[config.mk]
export PLATFORM = sky130hd
export DESIGN_NAME = frame_delay_sequencer_core
export DESIGN_NICKNAME = d
export VERILOG_FILES = /design/src/fdseq_pkg.sv /design/src/frame_delay_sequencer_core.sv
export SDC_FILE = /design/constraint.sdc
export NUM_CORES = 1
export LEC_CHECK = 0
export BUFFER_PORTS_ARGS = -buffer_cell sky130_fd_sc_hd__buf_2
export CAP_MARGIN = 20
export CORE_ASPECT_RATIO = 2
export CORE_MARGIN = 2
export CORE_UTILIZATION = 30
export CTS_CLUSTER_DIAMETER = 50
export DETAILED_ROUTE_END_ITERATION = 8
export GPL_TIMING_DRIVEN = 0
export PLACE_DENSITY_LB_ADDON = 0.2
export SLEW_MARGIN = 20
export SYNTH_ARGS = -nofsm -noshare
export SYNTH_HDL_FRONTEND = slang
export SYNTH_SLANG_ARGS = --single-unit
[constraint.sdc]
create_clock -name clk -period 14.3 [get_ports clk]
set_clock_uncertainty 0.1 [all_clocks]
set_input_delay 0.715 -clock clk [delete_from_list [all_inputs] [get_ports clk]]
set_output_delay 0.715 -clock clk [all_outputs]
set_load 0.05 [all_outputs]
[src/fdseq_pkg.sv]
package fdseq_pkg;

    // Operation codes of an input request
    localparam logic [1:0] OP_TICK  = 2'd0;
    localparam logic [1:0] OP_WRITE = 2'd1;
    localparam logic [1:0] OP_START = 2'd2;

    // Play modes
    localparam logic [2:0] MODE_LOOP_FWD  = 3'd0;
    localparam logic [2:0] MODE_LOOP_BWD  = 3'd1;
    localparam logic [2:0] MODE_ONCE_FWD  = 3'd2;
    localparam logic [2:0] MODE_ONCE_BWD  = 3'd3;
    localparam logic [2:0] MODE_PINGPONG  = 3'd4;

    // Configuration register indexes
    localparam logic CFG_PLAY_MODE   = 1'b0;
    localparam logic CFG_FRAME_COUNT = 1'b1;

    // Delay of every frame after reset, in ms
    localparam logic [15:0] DEFAULT_DELAY = 16'd200;

    typedef struct packed {
        logic [1:0]  operation;
        logic [31:0] now_ms;
        logic [3:0]  frame_sel;
        logic [15:0] delay_ms;
    } in_item_t;

    typedef struct packed {
        logic [3:0] frame_index;
        logic       is_playing;
        logic       going_backward;
        logic       advance_pending;
    } out_item_t;

endpackage

[src/frame_delay_sequencer_core.sv]
// Sprite frame sequencer with a per-frame delay table. Each request carries
// one operation: a tick brings the current ms time and advances the shown
// frame while its delay has run out, a write sets one delay entry, a start
// arms playback at a chosen frame. Every request gives one result. A write,
// start or unused operation passes the execute and finish states and then
// returns to idle; a tick on a playing sequence of two or more frames also
// steps through the advance state, once per advance plus one final check
// (no final check when a once mode ends at a wrap), at most MAX_ADVANCE
// advances. One shared 33-bit subtractor compares the elapsed time against the
// current delay and removes it, one advance per cycle. The input stalls while
// a request is in work; a finished result waits in an output register, so
// the next request is taken meanwhile. A result that is ready while the
// previous one still waits holds the sequencer as long as the result side
// stalls.
module frame_delay_sequencer_core #(
    parameter int MAX_FRAMES  = 16,
    parameter int MAX_ADVANCE = 8
) (
    input  logic                  clk,
    input  logic                  rst_n,
    input  logic                  in_valid,
    output logic                  in_stall,
    input  fdseq_pkg::in_item_t   in_data,
    output logic                  out_valid,
    input  logic                  out_stall,
    output fdseq_pkg::out_item_t  out_data,
    input  logic                  cfg_wr_en,
    input  logic                  cfg_index,
    input  logic [4:0]            cfg_wdata
);

    // Largest frame count in effect (frame_count register is 5 bits)
    localparam int CNT_MAX = (MAX_FRAMES < 31) ? MAX_FRAMES : 31;
    localparam int FRW     = $clog2(CNT_MAX);
    localparam int SW      = $clog2(MAX_ADVANCE + 1);

    typedef enum logic [1:0] {
        ST_IDLE,
        ST_EXEC,
        ST_STEP,
        ST_FINISH
    } state_t;

    state_t      state_reg, state_next;
    logic [2:0]  mode_reg;
    logic [4:0]  fcount_reg;

    logic [FRW-1:0] cur_reg, cur_next;
    logic           play_reg, play_next;
    logic           bw_reg, bw_next;
    logic [31:0]    start_reg, start_next;
    logic [15:0]    delay_reg [CNT_MAX];

    logic [1:0]     op_reg;
    logic [31:0]    now_reg;
    logic [3:0]     sel_reg;
    logic [15:0]    dly_reg;

    logic [31:0]    diff_reg, diff_next;
    logic [SW-1:0]  step_reg, step_next;
    logic           run_reg, run_next;
    logic           pend_reg, pend_next;

    logic           out_valid_reg, out_valid_next;
    fdseq_pkg::out_item_t out_reg, out_next;

    logic           tbl_we;
    logic [FRW-1:0] tbl_addr;

    logic [4:0]     cnt;
    logic [4:0]     cur5;
    logic [4:0]     sel5;
    logic [31:0]    cur_ext;
    logic [31:0]    sel_ext;
    logic [15:0]    cur_delay;
    logic [32:0]    sub;
    logic           low_cross, high_cross;
    logic [FRW-1:0] adv_cur;
    logic           adv_bw, adv_play;

    // Count in effect and widened views
    always_comb
    begin
        cnt     = (fcount_reg > 5'(CNT_MAX)) ? 5'(CNT_MAX) : fcount_reg;
        cur5    = 5'(cur_reg);
        sel5    = 5'(sel_reg);
        cur_ext = 32'(cur_reg);
        sel_ext = 32'(sel_reg);
    end

    // Shared subtractor: elapsed time minus delay of the shown frame
    always_comb
    begin
        cur_delay = delay_reg[cur_reg];
        sub       = {1'b0, diff_reg} - {17'd0, cur_delay};
    end

    // Next frame and direction for one advance
    always_comb
    begin
        low_cross  = bw_reg && (cur5 == 5'd0);
        high_cross = !bw_reg && ({1'b0, cur5} + 6'd1 >= {1'b0, cnt});
        adv_bw     = bw_reg;
        adv_play   = play_reg;
        if (mode_reg == fdseq_pkg::MODE_PINGPONG)
        begin
            if (high_cross)
            begin
                adv_cur = FRW'(cnt - 5'd2);
                adv_bw  = 1'b1;
            end
            else if (low_cross)
            begin
                adv_cur = FRW'(1);
                adv_bw  = 1'b0;
            end
            else if (bw_reg)
                adv_cur = cur_reg - FRW'(1);
            else
                adv_cur = cur_reg + FRW'(1);
        end
        else
        begin
            if (low_cross)
                adv_cur = FRW'(cnt - 5'd1);
            else if (high_cross)
                adv_cur = '0;
            else if (bw_reg)
                adv_cur = cur_reg - FRW'(1);
            else
                adv_cur = cur_reg + FRW'(1);
            if ((low_cross || high_cross) && (mode_reg inside
                {fdseq_pkg::MODE_ONCE_FWD, fdseq_pkg::MODE_ONCE_BWD}))
                adv_play = 1'b0;
        end
    end

    // Sequencer
    always_comb
    begin
        state_next     = state_reg;
        cur_next       = cur_reg;
        play_next      = play_reg;
        bw_next        = bw_reg;
        start_next     = start_reg;
        diff_next      = diff_reg;
        step_next      = step_reg;
        run_next       = run_reg;
        pend_next      = pend_reg;
        out_valid_next = out_valid_reg;
        out_next       = out_reg;
        tbl_we         = 1'b0;
        tbl_addr       = sel_ext[FRW-1:0];

        // Drop a result once taken
        if (out_valid_reg && !out_stall)
            out_valid_next = 1'b0;

        case (state_reg)
            ST_IDLE:
            begin
                if (in_valid)
                    state_next = ST_EXEC;
            end
            ST_EXEC:
            begin
                pend_next  = 1'b0;
                run_next   = 1'b0;
                state_next = ST_FINISH;
                case (op_reg)
                    fdseq_pkg::OP_TICK:
                    begin
                        if (cnt < 5'd2 || !play_reg)
                            start_next = now_reg;
                        else
                        begin
                            if (cur5 >= cnt)
                                cur_next = FRW'(cnt - 5'd1);
                            diff_next  = now_reg - start_reg;
                            step_next  = '0;
                            run_next   = 1'b1;
                            state_next = ST_STEP;
                        end
                    end
                    fdseq_pkg::OP_WRITE:
                    begin
                        if (sel5 < cnt)
                            tbl_we = 1'b1;
                    end
                    fdseq_pkg::OP_START:
                    begin
                        if (cnt == 5'd0)
                            cur_next = '0;
                        else if (sel5 < cnt)
                            cur_next = sel_ext[FRW-1:0];
                        else
                            cur_next = FRW'(cnt - 5'd1);
                        play_next  = 1'b1;
                        start_next = now_reg;
                        bw_next    = (mode_reg == fdseq_pkg::MODE_LOOP_BWD) ||
                                     (mode_reg == fdseq_pkg::MODE_ONCE_BWD);
                    end
                    default:
                    begin
                        state_next = ST_FINISH;
                    end
                endcase
            end
            ST_STEP:
            begin
                if (sub[32])
                    state_next = ST_FINISH;
                else if (step_reg == SW'(MAX_ADVANCE))
                begin
                    pend_next  = 1'b1;
                    state_next = ST_FINISH;
                end
                else
                begin
                    // Advance one frame and consume its delay
                    cur_next  = adv_cur;
                    bw_next   = adv_bw;
                    play_next = adv_play;
                    diff_next = sub[31:0];
                    step_next = step_reg + SW'(1);
                    if (!adv_play)
                        state_next = ST_FINISH;
                end
            end
            ST_FINISH:
            begin
                if (!out_valid_reg || !out_stall)
                begin
                    // Timer is now minus the time still left over
                    if (run_reg)
                        start_next = now_reg - diff_reg;
                    out_valid_next          = 1'b1;
                    out_next.frame_index    = cur_ext[3:0];
                    out_next.is_playing     = play_reg;
                    out_next.going_backward = bw_reg;
                    out_next.advance_pending = pend_reg;
                    state_next              = ST_IDLE;
                end
            end
            default:
            begin
                state_next = ST_IDLE;
            end
        endcase
    end

    // State and registered outputs
    always_ff @(posedge clk or negedge rst_n)
    begin
        if (!rst_n)
        begin
            state_reg     <= ST_IDLE;
            mode_reg      <= fdseq_pkg::MODE_LOOP_FWD;
            fcount_reg    <= 5'd1;
            cur_reg       <= '0;
            play_reg      <= 1'b0;
            bw_reg        <= 1'b0;
            start_reg     <= '0;
            step_reg      <= '0;
            run_reg       <= 1'b0;
            pend_reg      <= 1'b0;
            out_valid_reg <= 1'b0;
        end
        else
        begin
            state_reg     <= state_next;
            cur_reg       <= cur_next;
            play_reg      <= play_next;
            bw_reg        <= bw_next;
            start_reg     <= start_next;
            step_reg      <= step_next;
            run_reg       <= run_next;
            pend_reg      <= pend_next;
            out_valid_reg <= out_valid_next;
            if (cfg_wr_en)
            begin
                if (cfg_index == fdseq_pkg::CFG_PLAY_MODE)
                    mode_reg <= cfg_wdata[2:0];
                else
                    fcount_reg <= cfg_wdata;
            end
        end
    end

    // Delay table, every entry back to the default on reset
    always_ff @(posedge clk or negedge rst_n)
    begin
        if (!rst_n)
        begin
            for (int i = 0; i < CNT_MAX; i++)
                delay_reg[i] <= fdseq_pkg::DEFAULT_DELAY;
        end
        else if (tbl_we)
            delay_reg[tbl_addr] <= dly_reg;
    end

    // Capture the request and hold the payload registers
    always_ff @(posedge clk)
    begin
        if (state_reg == ST_IDLE && in_valid)
        begin
            op_reg  <= in_data.operation;
            now_reg <= in_data.now_ms;
            sel_reg <= in_data.frame_sel;
            dly_reg <= in_data.delay_ms;
        end
        diff_reg <= diff_next;
        out_reg  <= out_next;
    end

    assign in_stall  = (state_reg != ST_IDLE);
    assign out_valid = out_valid_reg;
    assign out_data  = out_reg;

    // An accepted request puts the sequencer to work
    a_accept_busy: assert property (@(posedge clk) disable iff (!rst_n)
        in_valid && !in_stall |=> state_reg == ST_EXEC)
        else $error("accepted request did not start execution");

    // Advance count stays within the per-tick bound
    a_step_bound: assert property (@(posedge clk) disable iff (!rst_n)
        state_reg == ST_STEP |-> step_reg <= SW'(MAX_ADVANCE))
        else $error("advance count beyond bound");

    // Shown frame stays inside the count while advancing
    a_frame_range: assert property (@(posedge clk) disable iff (!rst_n)
        state_reg == ST_STEP |-> cur5 < cnt)
        else $error("frame outside count during advance");

    // A pending advance is only reported while playback runs
    a_pending_play: assert property (@(posedge clk) disable iff (!rst_n)
        out_valid && out_data.advance_pending |-> out_data.is_playing)
        else $error("pending advance reported with playback stopped");

endmodule
Word level (Yosys, flattened, before mapping)
Cells that the tools add are included.
{"block": "totals", "register_bits": 404, "ram_bits": 0, "mem_count": 0, "output_inout_bits": 9, "mem_bits_ro": 0, "latchBits": 0, "wordCells": 182}
{"block": "op_classes", "reduce_logical": 32, "add_sub_neg": 9, "n_mul": 0, "n_lt_le_gt_ge": 8, "n_div": 0, "n_eq_ne": 26, "bitwise_logic": 3, "n_mux": 68, "n_shift": 0}
{"operator": "$bwmux W256", "n": 1}
{"operator": "$mux W32", "n": 7}
{"operator": "$pmux W32 S2", "n": 3}
{"operator": "$bmux W16 S4", "n": 1}
{"operator": "$demux W16 S4", "n": 1}
{"operator": "$mux W4", "n": 16}
{"operator": "$sub A32 B32 Y32", "n": 2}
{"operator": "$mux W16", "n": 3}
{"operator": "$sub A32 B16 Y33", "n": 1}
{"operator": "$pmux W4 S2", "n": 3}
{"operator": "$mux W1", "n": 23}
{"operator": "$ne A2 B2 Y1 const B", "n": 9}
{"operator": "$ne A3 B3 Y1 const B", "n": 4}
{"operator": "$reduce_and A6 Y1", "n": 2}
{"operator": "$ge A5 B5 Y1 const B", "n": 2}
{"operator": "$logic_not A5 Y1", "n": 2}
{"operator": "$mux W2", "n": 5}
{"operator": "$not A4 Y5", "n": 2}
{"operator": "$reduce_and A5 Y1", "n": 2}
{"operator": "$add A4 B1 Y4 const B", "n": 2}
{"operator": "$pmux W2 S4", "n": 1}
{"operator": "$reduce_bool A2 Y1", "n": 4}
{"operator": "$sub A4 B1 Y4 const B", "n": 2}
{"operator": "$eq A2 B2 Y1 const B", "n": 3}
{"operator": "26 further kinds", "n": 45}

Depth between registers and ports, before layout
Gate-level depths: netlist of run 1.
{"block": "logic_depth", "word_depth": 12, "mapped_depth": 17, "mapped_depth_nobuf": 15}

Worst setup path before layout of run 1
OpenSTA, ideal clock, no wires.
{"block": "synth_path", "path_type": "register -> register", "start": "reg cur_reg[0]", "end": "reg diff_reg[0], enable pin", "arrival_time_ns": 4.468, "stages_incl_launch_ff": 16, "setup_ns": 0.403, "n_path_buf": 3, "slack_ns": 9.329, "period_less_slack_ns": 4.971, "required_time_ns": 13.797, "cell_sequence": "dfrtp_1 > clkbuf_1 > clkbuf_1 > buf_2 > mux4_2 > mux4_2 > inv_1 > ha_1 > a21o_1 > a21oi_1 > o21ai_0 > a311o_1 > a21oi_1 > o21ai_1 > nand2_1 > inv_1"}
{"block": "synth_between", "elab_chain_cells": 7}
{"element": "start, declared", "line_no": "frame_delay_sequencer_core.sv:48", "rtl": "logic [FRW-1:0] cur_reg, cur_next;"}
{"element": "start signal, assigned", "line_no": "frame_delay_sequencer_core.sv:272", "rtl": "cur_reg <= cur_next;"}
{"element": "$not A4 Y5 (not written as such)", "line_no": "frame_delay_sequencer_core.sv:94", "rtl": "cur_delay = delay_reg[cur_reg];"}
{"element": "$bmux W16 S4", "line_no": "frame_delay_sequencer_core.sv:94"}
{"element": "$mux W16 (not written as such) (2 in series)", "line_no": "frame_delay_sequencer_core.sv:94"}
{"element": "$sub A32 B16 Y33", "line_no": "frame_delay_sequencer_core.sv:95", "rtl": "sub = {1'b0, diff_reg} - {17'd0, cur_delay};"}
{"element": "$ne A2 B2 Y1 (no line)"}
{"element": "$reduce_and A5 Y1 (no line)"}
{"element": "end signal, assigned", "line_no": "frame_delay_sequencer_core.sv:312", "rtl": "diff_reg <= diff_next;"}
{"element": "end, declared", "line_no": "frame_delay_sequencer_core.sv:59", "rtl": "logic [31:0] diff_reg, diff_next;"}
No other way between the ends. The select of a mux whose other input is x is not followed.
A chain may end at the register's enable or synchronous reset.

Final worst setup path of run 1
{"block": "layout_path", "start": "reg cur_reg[1]", "end": "reg diff_reg[13], enable pin"}
Same word-level chain as after synthesis.

==> impl_metrics.py, run 1 <==
metrics = {
    "critical_path": {
        "cp_data_required_time_ps": 14500,
        "worstPathArrival_ps": 6900,
        "path_max_fanout": 22,
        "startpoint_type": "flip-flop",
        "end_kind": "flip-flop",
        "crit_type": "reg2reg",
    },
    "logic_synthesis": {
        "synth_cells": 1820,
        "ys_seq_area_share_pct": 47.7,
        "ys_types": 81,
        "yosys-top-cells-area": "dfrtp_1 29%, mux2_2 14%, edfxtp_1 13%",
        "synth.most_common_cell": "mux2_2",
        "synth_edf_count": 93,
        "async_flop_share_pct": 77.0,
        "synth_nets": 1994,
        "ys_ff_latch": 404,
        "yosysTopAreaCellShare_pct": 29.4,
        "syn_area_per_cell_um2": 12.3,
        "syn-cell-area_um2": 22300,
        "yosysTopAreaCell": "dfrtp_1",
        "synth_flop_cell": "dfrtp_1",
        "yosys_warnings": 0,
        "synth_commonest_cells": "271 x mux2_2, 262 x dfrtp_1, 116 x nand2_1",
    },
    "cells_and_area": {
        "largest_register_ffs": 256,
        "nFillCells": 7267,
        "drive_above_1_share_pct": 31.0,
        "area_growth_pct": 14.5,
        "nets": 2123,
    },
    "place": {
        "detailed_place_hpwl_mm": 50.7,
        "routabilityCongestion": 0.874,
        "place.port_buffers": 73,
    },
    "sta": {
        "max_freq_mhz": 149,
        "period_needed_ps": 6700,
        "finalHoldViolCount": 0,
        "slew_headroom_pct": 29.4,
        "fin_crit_sh_pct": 46.8,
        "setup_viol": 0,
        "worstMarginPinSlew_ps": 1060,
        "finalMaxSlewViolations": 0,
        "timing.setup.tns_ps": 0,
        "rsz0062_at_grt": "no",
    },
    "routing": {
        "routedWlPerCell_um": 22.7,
        "num_vias": 14986,
        "wirelength_mm": 66.3,
        "drtIter0Drc": 677,
        "drtPass1Iterations": 5,
        "drc": 0,
        "vias_per_cell": 5.14,
        "ant_nets": 0,
    },
    "outcome": {
        "status": "finished, final reports clean",
    },
    "clocking": {
        "clk_pin_slew_ps": 70,
        "numCtsBuffers": 47,
        "cts.sinks": 404,
        "cts_buffer_depth": 3,
        "ctsHoldBuffers": 1,
        "cts_max_level": 2,
        "insertion_delay_ps": 620,
        "cts_tree": "built",
        "cts_setup_buffers": 0,
        "cts_resized": 0,
        "cts_root_buffer": "clkbuf_16",
    },
    "die": {
        "dieArea_um2": 76700,
        "die_w_um": 197,
        "die_h_um": 390,
        "rows": 141,
        "io_pins": 74,
        "coreArea_um2": 73700,
        "start_util_pct": 30.3,
    },
    "global_routing": {
        "grt_pass1_vias": 16323,
        "grt_usage_pct": 17.5,
        "grt_pass1_wl_mm": 101,
        "grt_max_degree": 98,
        "grt_antenna_before_repair": 1,
        "overflow": 0,
    },
    "power_and_ir_drop": {
        "power_frac_seq_pct": 31.4,
        "pwr-share-comb_pct": 48.2,
        "p_clk_share_pct": 20.4,
        "internal_power_mw": 3.53,
        "power_density_nw_per_um2": 234,
        "switchingPower_mw": 2.45,
        "sw_frac_of_total_pct": 41.0,
        "power.leakage_nw": 11.1,
        "finalPower_mw": 5.98,
        "ir_worst_vdd_v": 0.000111,
    },
    "run": {
        "drv_cap": 0,
    },
    "min_path": {
        "hold_class": "in2reg",
    },
}
## power groups by stage
| stage | registers, mW | clock network, mW | logic [mW] |
|---|---|---|---|
| final | 1.88 | 1.22 | 2.88 |
| after detailed placement | 1.90 | 0 | 2.91 |
| after global routing | 1.92 | 1.30 | 3.18 |
| after floorplan | 1.83 | 0 | 2.06 |
| after CTS | 1.88 | 1.26 | 2.92 |
| after global placement | 1.89 | 0 | 2.85 |
## through the flow
stage               instance area [um^2]  worst slack (ps)  util [%]  std cells  hold WS, ps
floorplan                          22300              9330         -       1820          319
global placement                   23800              6230      32.3       2822          361
detailed placement                 24000              7490      32.5       2827          343
CTS                                25500              7450      34.6       2916          125
global route                       25500              7210      34.6       2917          136
finish                             25500              7600      34.6       2918          169
## cells in the final DEF (no fill, tap or decap), types with 7 or more instances in the layout
cell and n:
clkbuf_1 59, or3_1 7, nand4_1 10, clkbuf_16 48, o21ai_0 98, edfxtp_1 93, nor2_2 9, dfstp_2 49
nor2_1 73, buf_2 81, nand2b_1 23, inv_1 106, nand3b_1 9, a21oi_1 91, nor3_1 16, and3_1 14
nand3_1 27, a31oi_1 11, mux4_2 80, mux2_2 271, buf_4 12, xor2_1 23, clkinv_2 9, ha_1 105
mux2i_1 24, xnor2_1 57, clkbuf_8 7, dfrtp_1 262, a21o_1 44, nand2_1 116, nor2b_1 12
## final timing paths
| check | slack, ps | cells after the start | to | from |
|---|---|---|---|---|
| min | 170 | 1 | dly_reg[0] | in_data[0] |
| max in group asynchronous | 11740 | 5 | delay_reg[215] | rst_n |
| min in group asynchronous | 500 | 2 | delay_reg[114] | rst_n |
| min reg2reg | 360 | 0 | out_data[0] | pend_reg |
| max reg2reg | 7600 | 17 | diff_reg[13] | cur_reg[1] |
| max | 7600 | 17 | diff_reg[13] | cur_reg[1] |
## cell type report
cell class,count,area (um^2),share of cell area (%)
antenna,1,2.50,0.00980
buffer,79,363,1.42
clock buffer,64,1330,5.21
clock inverter,24,209,0.818
inverter,108,405,1.59
multi-input combinational,1229,10900,42.7
sequential,404,10600,41.6
tap,929,1160,4.55
timing repair buffer,80,523,2.05
## worst max-delay path, cell delays in order, from the launching register on
cell and delay, ps:
dfrtp_1 640, buf_1 720, clkbuf_1 820, mux4_2 470
mux4_2 520, ha_1 220, inv_1 70, fa_1 200
a21o_1 130, a21oi_1 110, nor2b_1 240, o221a_2 330
a311o_1 400, a21oi_1 230, o21ai_1 390, nand2_1 190
inv_2 300, buf_12 230
## per-layer routing
layer / global-route usage (%) / up-vias / wire, um
met3: 2.25 / 111 / 1770
li1: - / 6909 / -
met2: 36.1 / 250 / 38800
met1: 17.3 / 7716 / 23400
met5: 0 / - / 0
met4: 6.67 / 0 / 2350
## cell families (layout without fill, tap and decap cells)
kind of cell,Yosys count,in the layout,synth area share (%)
AO/OA/AOI/OAI,322,322,9.00
adder cells (fa/ha/maj),109,109,6.25
flip-flops,404,404,47.7
multiplexers,375,375,22.8
AND/OR/NAND/NOR,343,343,7.69
XOR/XNOR,80,80,3.14
buffers and inverters,187,355,3.41
other,0,1,0
No activity file was read; power rests on OpenSTA's default activity.
==> inputs of run 2 (changes only) <==
ABC_AREA = 1   (was unset)
clock period = 5.8 ns   (was 14.3 ns; I/O delays follow)
==> run 2 against run 1 <==
Final cell count grew 48%. Global-route usage increased by 8.1 points. Area after synthesis up 5.7%. Wire length increased by 58%. Critical path type unchanged. Highest routed layer unchanged.
==> impl_metrics.py, run 2 <==
metrics = {
    "sta": {
        "fin_crit_sh_pct": 97.4,
        "slew_headroom_pct": 22.1,
        "setup_viol": 0,
        "max_freq_mhz": 177,
        "finalHoldViolCount": 0,
        "rsz0062_at_grt": "no",
        "timing.setup.tns_ps": 0,
        "period_needed_ps": 5650,
        "worstMarginPinSlew_ps": 1160,
        "finalMaxSlewViolations": 0,
    },
    "die": {
        "io_pins": 74,
        "start_util_pct": 30.2,
        "die_h_um": 401,
        "die_w_um": 202,
        "rows": 145,
        "dieArea_um2": 81000,
        "coreArea_um2": 78000,
    },
    "routing": {
        "ant_nets": 0,
        "drtPass1Iterations": 5,
        "routedWlPerCell_um": 24.3,
        "vias_per_cell": 5.15,
        "num_vias": 22210,
        "drtIter0Drc": 1356,
        "wirelength_mm": 105,
        "drc": 0,
    },
    "cells_and_area": {
        "largest_register_ffs": 256,
        "register_area_um2": 10600,
        "final_cell_mix": "792 x nand2_1, 371 x o21ai_0, 312 x nor2_1",
        "nets": 3422,
        "nFillCells": 8541,
        "area_growth_pct": 17.2,
        "drive_above_1_share_pct": 8.95,
        "mostFrequentLayoutCell": "nand2_1",
        "insertedDiodeCount": 0,
        "multiInputGateArea_um2": 11400,
    },
    "critical_path": {
        "end_kind": "flip-flop",
        "critPathTopFamily": "compound AO/OA/AOI/OAI gates",
        "max_stage_delay_ps": 690,
        "cp_cell_sequence": "inv_1, clkbuf_1, o21ai_0, o22ai_1, a21oi_1, a32o_1, ha_1, nand2_1, o21ai_1, a21oi_1, o21ai_1, nand2_1, nand2_1, nand2_1, nand3_1, o21ai_0",
        "cp_common_cell": "nand2_1",
        "path_max_fanout": 11,
        "worstPathArrival_ps": 5890,
        "startpoint_type": "flip-flop",
        "cp_data_required_time_ps": 6040,
        "critical_path_buf_inv_count": 2,
        "cp_slowest_cell": "dfrtp_1",
        "crit_type": "reg2reg",
    },
    "logic_synthesis": {
        "synth.most_common_cell": "nand2_1",
        "synth_edf_count": 93,
        "synth_flop_cell": "dfrtp_1",
        "synth_commonest_cells": "792 x nand2_1, 374 x o21ai_0, 313 x nor2_1",
        "yosys_warnings": 0,
        "ys_ff_latch": 404,
        "ys_seq_area_share_pct": 45.1,
        "synth_cells": 3060,
        "syn-cell-area_um2": 23600,
        "synth_nets": 3234,
        "syn_area_per_cell_um2": 7.71,
        "ys_types": 46,
        "yosys-top-cells-area": "dfrtp_1 28%, nand2_1 13%, edfxtp_1 12%",
        "yosysTopAreaCellShare_pct": 27.8,
        "async_flop_share_pct": 77.0,
        "yosysTopAreaCell": "dfrtp_1",
    },
    "clocking": {
        "cts_max_level": 2,
        "cts_root_buffer": "clkbuf_16",
        "cts.sinks": 404,
        "numCtsBuffers": 44,
        "cts_setup_buffers": 0,
        "cts_tree": "built",
        "clk_pin_slew_ps": 60,
        "cts_buffer_depth": 3,
        "insertion_delay_ps": 620,
    },
    "min_path": {
        "hold_class": "in2reg",
    },
    "place": {
        "place.port_buffers": 73,
        "routabilityCongestion": 0.997,
        "detailed_place_hpwl_mm": 82.8,
    },
    "outcome": {
        "status": "finished, final reports clean",
    },
    "global_routing": {
        "grt_pass1_wl_mm": 151,
        "grt_antenna_before_repair": 0,
        "grt_pass1_vias": 23430,
        "overflow": 0,
        "grt_usage_pct": 25.6,
        "grt_max_degree": 92,
    },
    "power_and_ir_drop": {
        "ir_worst_vdd_v": 0.000345,
        "power_density_nw_per_um2": 640,
        "power.leakage_nw": 12.3,
        "finalPower_mw": 17.7,
    },
    "run": {
        "drv_cap": 0,
    },
}
[run 2: cell types whose count changed after synthesis, sizes merged, moves of 28 or more]
cell    delta
nand3    +108
a21o      -40
o21ai    +417
a21oi     +47
mux2     -271
buf       +28
nand2    +680
nor2     +228
inv      +154
o22ai     +68
mux4      -80
clkbuf    +35
xnor2     -47
[run 2: cell families (layout without fill, tap and decap cells)]
family	Yosys count	count (layout)	synth area share [%]
buf+inv	404	628	6.81
compound gates	789	789	18.2
mux	1	1	0.0424
flops	404	404	45.1
xor+xnor	28	28	1.04
simple gates	1325	1325	22.9
fa+ha+maj	109	109	5.91
[run 2: repair_timing]
item / CTS / global route
hold buffers: 65 / 0
gates cloned: 0 / 0
gates resized for setup: 2 / 1
endpoints found under the setup margin: 3 / 25
endpoints found under the hold margin: 141 / 0
[run 2: final timing paths]
path	slack, ps	start	end	cells past startpoint
hold reg to reg	360	pend_reg	out_data[0]	0
hold / removal	30	in_valid	state_reg[1]	5
max in group asynchronous	3620	rst_n	delay_reg[151]	5
setup reg to reg	150	cur_reg[1]	diff_reg[29]	16
min in group asynchronous	170	rst_n	run_reg	2
setup / recovery	150	cur_reg[1]	diff_reg[29]	16
[run 2: report_power, final]
| group | switching [mW] | leakage (nW) | internal (mW) |
|---|---|---|---|
| logic | 7.01 | 6.63 | 2.86 |
| registers | 0.586 | 4.89 | 4.05 |
| clock network | 1.38 | 0.786 | 1.80 |
| total | 8.97 | 12.3 | 8.70 |
[run 2: metrics by stage]
| stage | instance area (um^2) | instances | utilization (%) | worst slack (ps) | hold slack [ps] |
|---|---|---|---|---|---|
| 6_report | 27600 | 4313 | 35.4 | 154 | 25.0 |
| 5_1_grt | 27600 | 4313 | 35.4 | 49.4 | 80.9 |
| 4_1_cts | 27600 | 4314 | 35.4 | 10.6 | 3.78 |
| 3_5_place_dp | 25400 | 4167 | 32.5 | -196 | 249 |
| 3_3_place_gp | 25200 | 4162 | 32.4 | -2180 | 331 |
| 2_1_floorplan | 23600 | 3060 | - | 1110 | -106 |
[run 2: layout make-up]
cell class / count / share of cell area [%]
Multi-Input combinational cell: 2252 / 41.1
Sequential cell: 404 / 38.5
Clock buffer: 58 / 4.74
Tap cell: 1029 / 4.66
Timing Repair Buffer: 143 / 4.18
Inverter: 262 / 3.57
Buffer: 141 / 2.24
Clock inverter: 24 / 1.05
[run 2: per-layer routing]
metal  GRT usage [%]  up-vias  share of wire [%]
met1            20.9    10603                 30
met3            2.50      357                2.8
met5               0        -                  0
met2            49.7      585                 54
li1                -    10665                  -
met4            27.9        0                 13
[run 2: worst reg2reg max path, cell delays in order (launching register included)]
cell,delay [ps]
dfrtp_1,690
inv_1,620
clkbuf_1,660
o21ai_0,220
o22ai_1,410
a21oi_1,220
a32o_1,270
ha_1,350
nand2_1,180
o21ai_1,500
a21oi_1,90
o21ai_1,390
nand2_1,330
nand2_1,130
nand2_1,50
nand3_1,70
o21ai_0,100
==> inputs of run 3 (changes only) <==
ABC_AREA = unset   (was 1)
TNS_END_PERCENT = 100   (was unset)
==> run 3 against run 2 <==
Via count shrank 32%. Largest power group unchanged. Setup slack improved by 220 ps. Fmax up 4.0%. Critical path depth decreased by 1. Final cell count is 31% lower. Flip-flop and latch count stayed put. Clock power shrank 5%. Clock-buffer cell count up 6. Sequential power is essentially flat. Combinational power shrank 27%. Non-clock buffer count down 65. First-iteration DRC count is 50% lower.
==> impl_metrics.py, run 3 (synthesized netlist as in run 1, its figures left out) <==
metrics = {
    "outcome": {
        "status": "finished, final reports clean",
    },
    "cells_and_area": {
        "nets": 2183,
        "area_growth_pct": 17.4,
        "drive_above_1_share_pct": 30.7,
        "multiInputGateArea_um2": 10900,
        "mostFrequentLayoutCell": "mux2_2",
        "final_cell_mix": "271 x mux2_2, 261 x dfrtp_1, 116 x nand2_1",
        "register_area_um2": 10600,
        "nFillCells": 7238,
        "insertedDiodeCount": 0,
        "instances_no_fill": 2977,
        "largest_register_ffs": 256,
    },
    "critical_path": {
        "max_stage_delay_ps": 750,
        "cp_cell_sequence": "clkbuf_1, mux4_2, mux4_2, inv_1, ha_1, a21o_1, a21oi_1, nor2b_1, o221a_2, a311o_2, a21oi_2, o21ai_2, nand2_1, clkinv_2, buf_12",
        "critPathTopFamily": "compound AO/OA/AOI/OAI gates",
        "cp_data_required_time_ps": 6050,
        "r2r_setup_slack_ps": 370,
        "startpoint_type": "flip-flop",
        "end_kind": "flip-flop",
        "worstPathArrival_ps": 5680,
        "cp_slowest_cell": "clkbuf_1",
        "worst-path-stages": 15,
        "path_max_fanout": 22,
        "cp_common_cell": "mux4_2",
        "critical_path_buf_inv_count": 4,
        "crit_type": "reg2reg",
        "worstRegToRegCells": 15,
    },
    "routing": {
        "routedWlPerCell_um": 22.2,
        "vias_per_cell": 5.09,
        "drtPass1Iterations": 5,
        "ant_nets": 0,
        "num_vias": 15146,
        "drtIter0Drc": 672,
        "wirelength_mm": 66.2,
        "drc": 0,
    },
    "clocking": {
        "insertion_delay_ps": 620,
        "cts_max_level": 2,
        "cts_setup_buffers": 0,
        "cts_root_buffer": "clkbuf_16",
        "cts_buffer_depth": 3,
        "cts.sinks": 404,
        "cts_tree": "built",
        "numCtsBuffers": 47,
        "clk_pin_slew_ps": 70,
    },
    "sta": {
        "worstMarginPinSlew_ps": 1060,
        "setup_viol": 0,
        "rsz0062_at_grt": "no",
        "slew_headroom_pct": 29.5,
        "fin_crit_sh_pct": 93.6,
        "period_needed_ps": 5430,
        "finalHoldViolCount": 0,
        "finalMaxSlewViolations": 0,
        "max_freq_mhz": 184,
        "whs_ps": 62.4,
    },
    "place": {
        "place.port_buffers": 73,
        "routabilityCongestion": 0.874,
        "detailed_place_hpwl_mm": 50.7,
        "dp_cells": 2827,
    },
    "die": {
        "die_w_um": 197,
        "dieArea_um2": 76700,
        "rows": 141,
        "start_util_pct": 30.3,
        "coreArea_um2": 73700,
        "io_pins": 74,
        "die_h_um": 390,
    },
    "global_routing": {
        "grt_usage_pct": 17.5,
        "grt_pass1_vias": 16508,
        "grt_max_degree": 98,
        "grt_antenna_before_repair": 0,
        "overflow": 0,
        "grt_pass1_wl_mm": 101,
    },
    "power_and_ir_drop": {
        "power.leakage_nw": 11.4,
        "finalPower_mw": 14.8,
        "ir_worst_vdd_v": 0.000276,
        "power_density_nw_per_um2": 565,
    },
    "min_path": {
        "hold_class": "in2reg",
        "hold-path-cell-count": 3,
    },
    "run": {
        "drv_cap": 0,
    },
}
==> run 3: changes by cell type in the layout (fill, tap and decap cells not counted), sizes merged, moves of 68 or more <==
cell,before,now
nand2,796,116
nand3,135,27
nor2,313,85
mux4,0,80
inv,267,114
o21ai,517,100
o22ai,74,6
mux2,0,271
==> run 3: final cells by class <==
class	instances	area share (%)
multi-input cells	1229	41.7
well taps	929	4.44
inverters	108	1.55
plain buffers	79	1.53
clock inverters	24	0.798
clock buffers	64	5.08
repair buffers	140	4.27
flip-flops and latches	404	40.6
==> run 3: metal layers <==
layer	up-vias	track usage (%)	wire length, um
met5	-	0	0
met4	0	6.74	2410
met3	117	2.02	1600
met2	239	36.1	38700
met1	7755	17.3	23500
li1	7035	-	-
==> run 3: power by group <==
group          total (mW)  internal (mW)  switching (mW)
Clock                3.01           1.65            1.36
Sequential           4.63           4.06           0.577
Combinational        7.16           3.05            4.11
Total                14.8           8.75            6.05
==> run 3: what timing repair did <==
item	CTS	global route
endpoints found under the hold margin	176	0
endpoints found under the setup margin	61	38
cloned	0	0
hold buffers	62	0
gates resized for setup	23	15
==> run 3: final timing paths <==
check	startpoint	end
max in group asynchronous	rst_n	delay_reg[215]
min	cfg_wr_en	fcount_reg[0]
min in group asynchronous	rst_n	delay_reg[114]
max	cur_reg[1]	diff_reg[13]
min reg2reg	pend_reg	out_data[0]
max reg2reg	cur_reg[1]	diff_reg[13]
==> run 3: worst reg2reg max path, stage by stage (launching register included) <==
cell,delay (ps)
dfrtp_2,520
clkbuf_1,750
mux4_2,420
mux4_2,460
inv_1,110
ha_1,260
a21o_1,190
a21oi_1,270
nor2b_1,140
o221a_2,340
a311o_2,430
a21oi_2,300
o21ai_2,150
nand2_1,170
clkinv_2,270
buf_12,260
==> run 3: metrics by stage <==
step                      TNS, ps  area [um^2]  worst slack (ps)  util (%)
final                           0        26200               371      35.5
after global routing            0        26200              78.6      35.5
after CTS                       0        26200              27.6      35.5
after detailed placement   -41710        24000             -1010      32.5
after global placement    -526150        23800             -1850      32.3
after floorplan                 0        22300               829         -
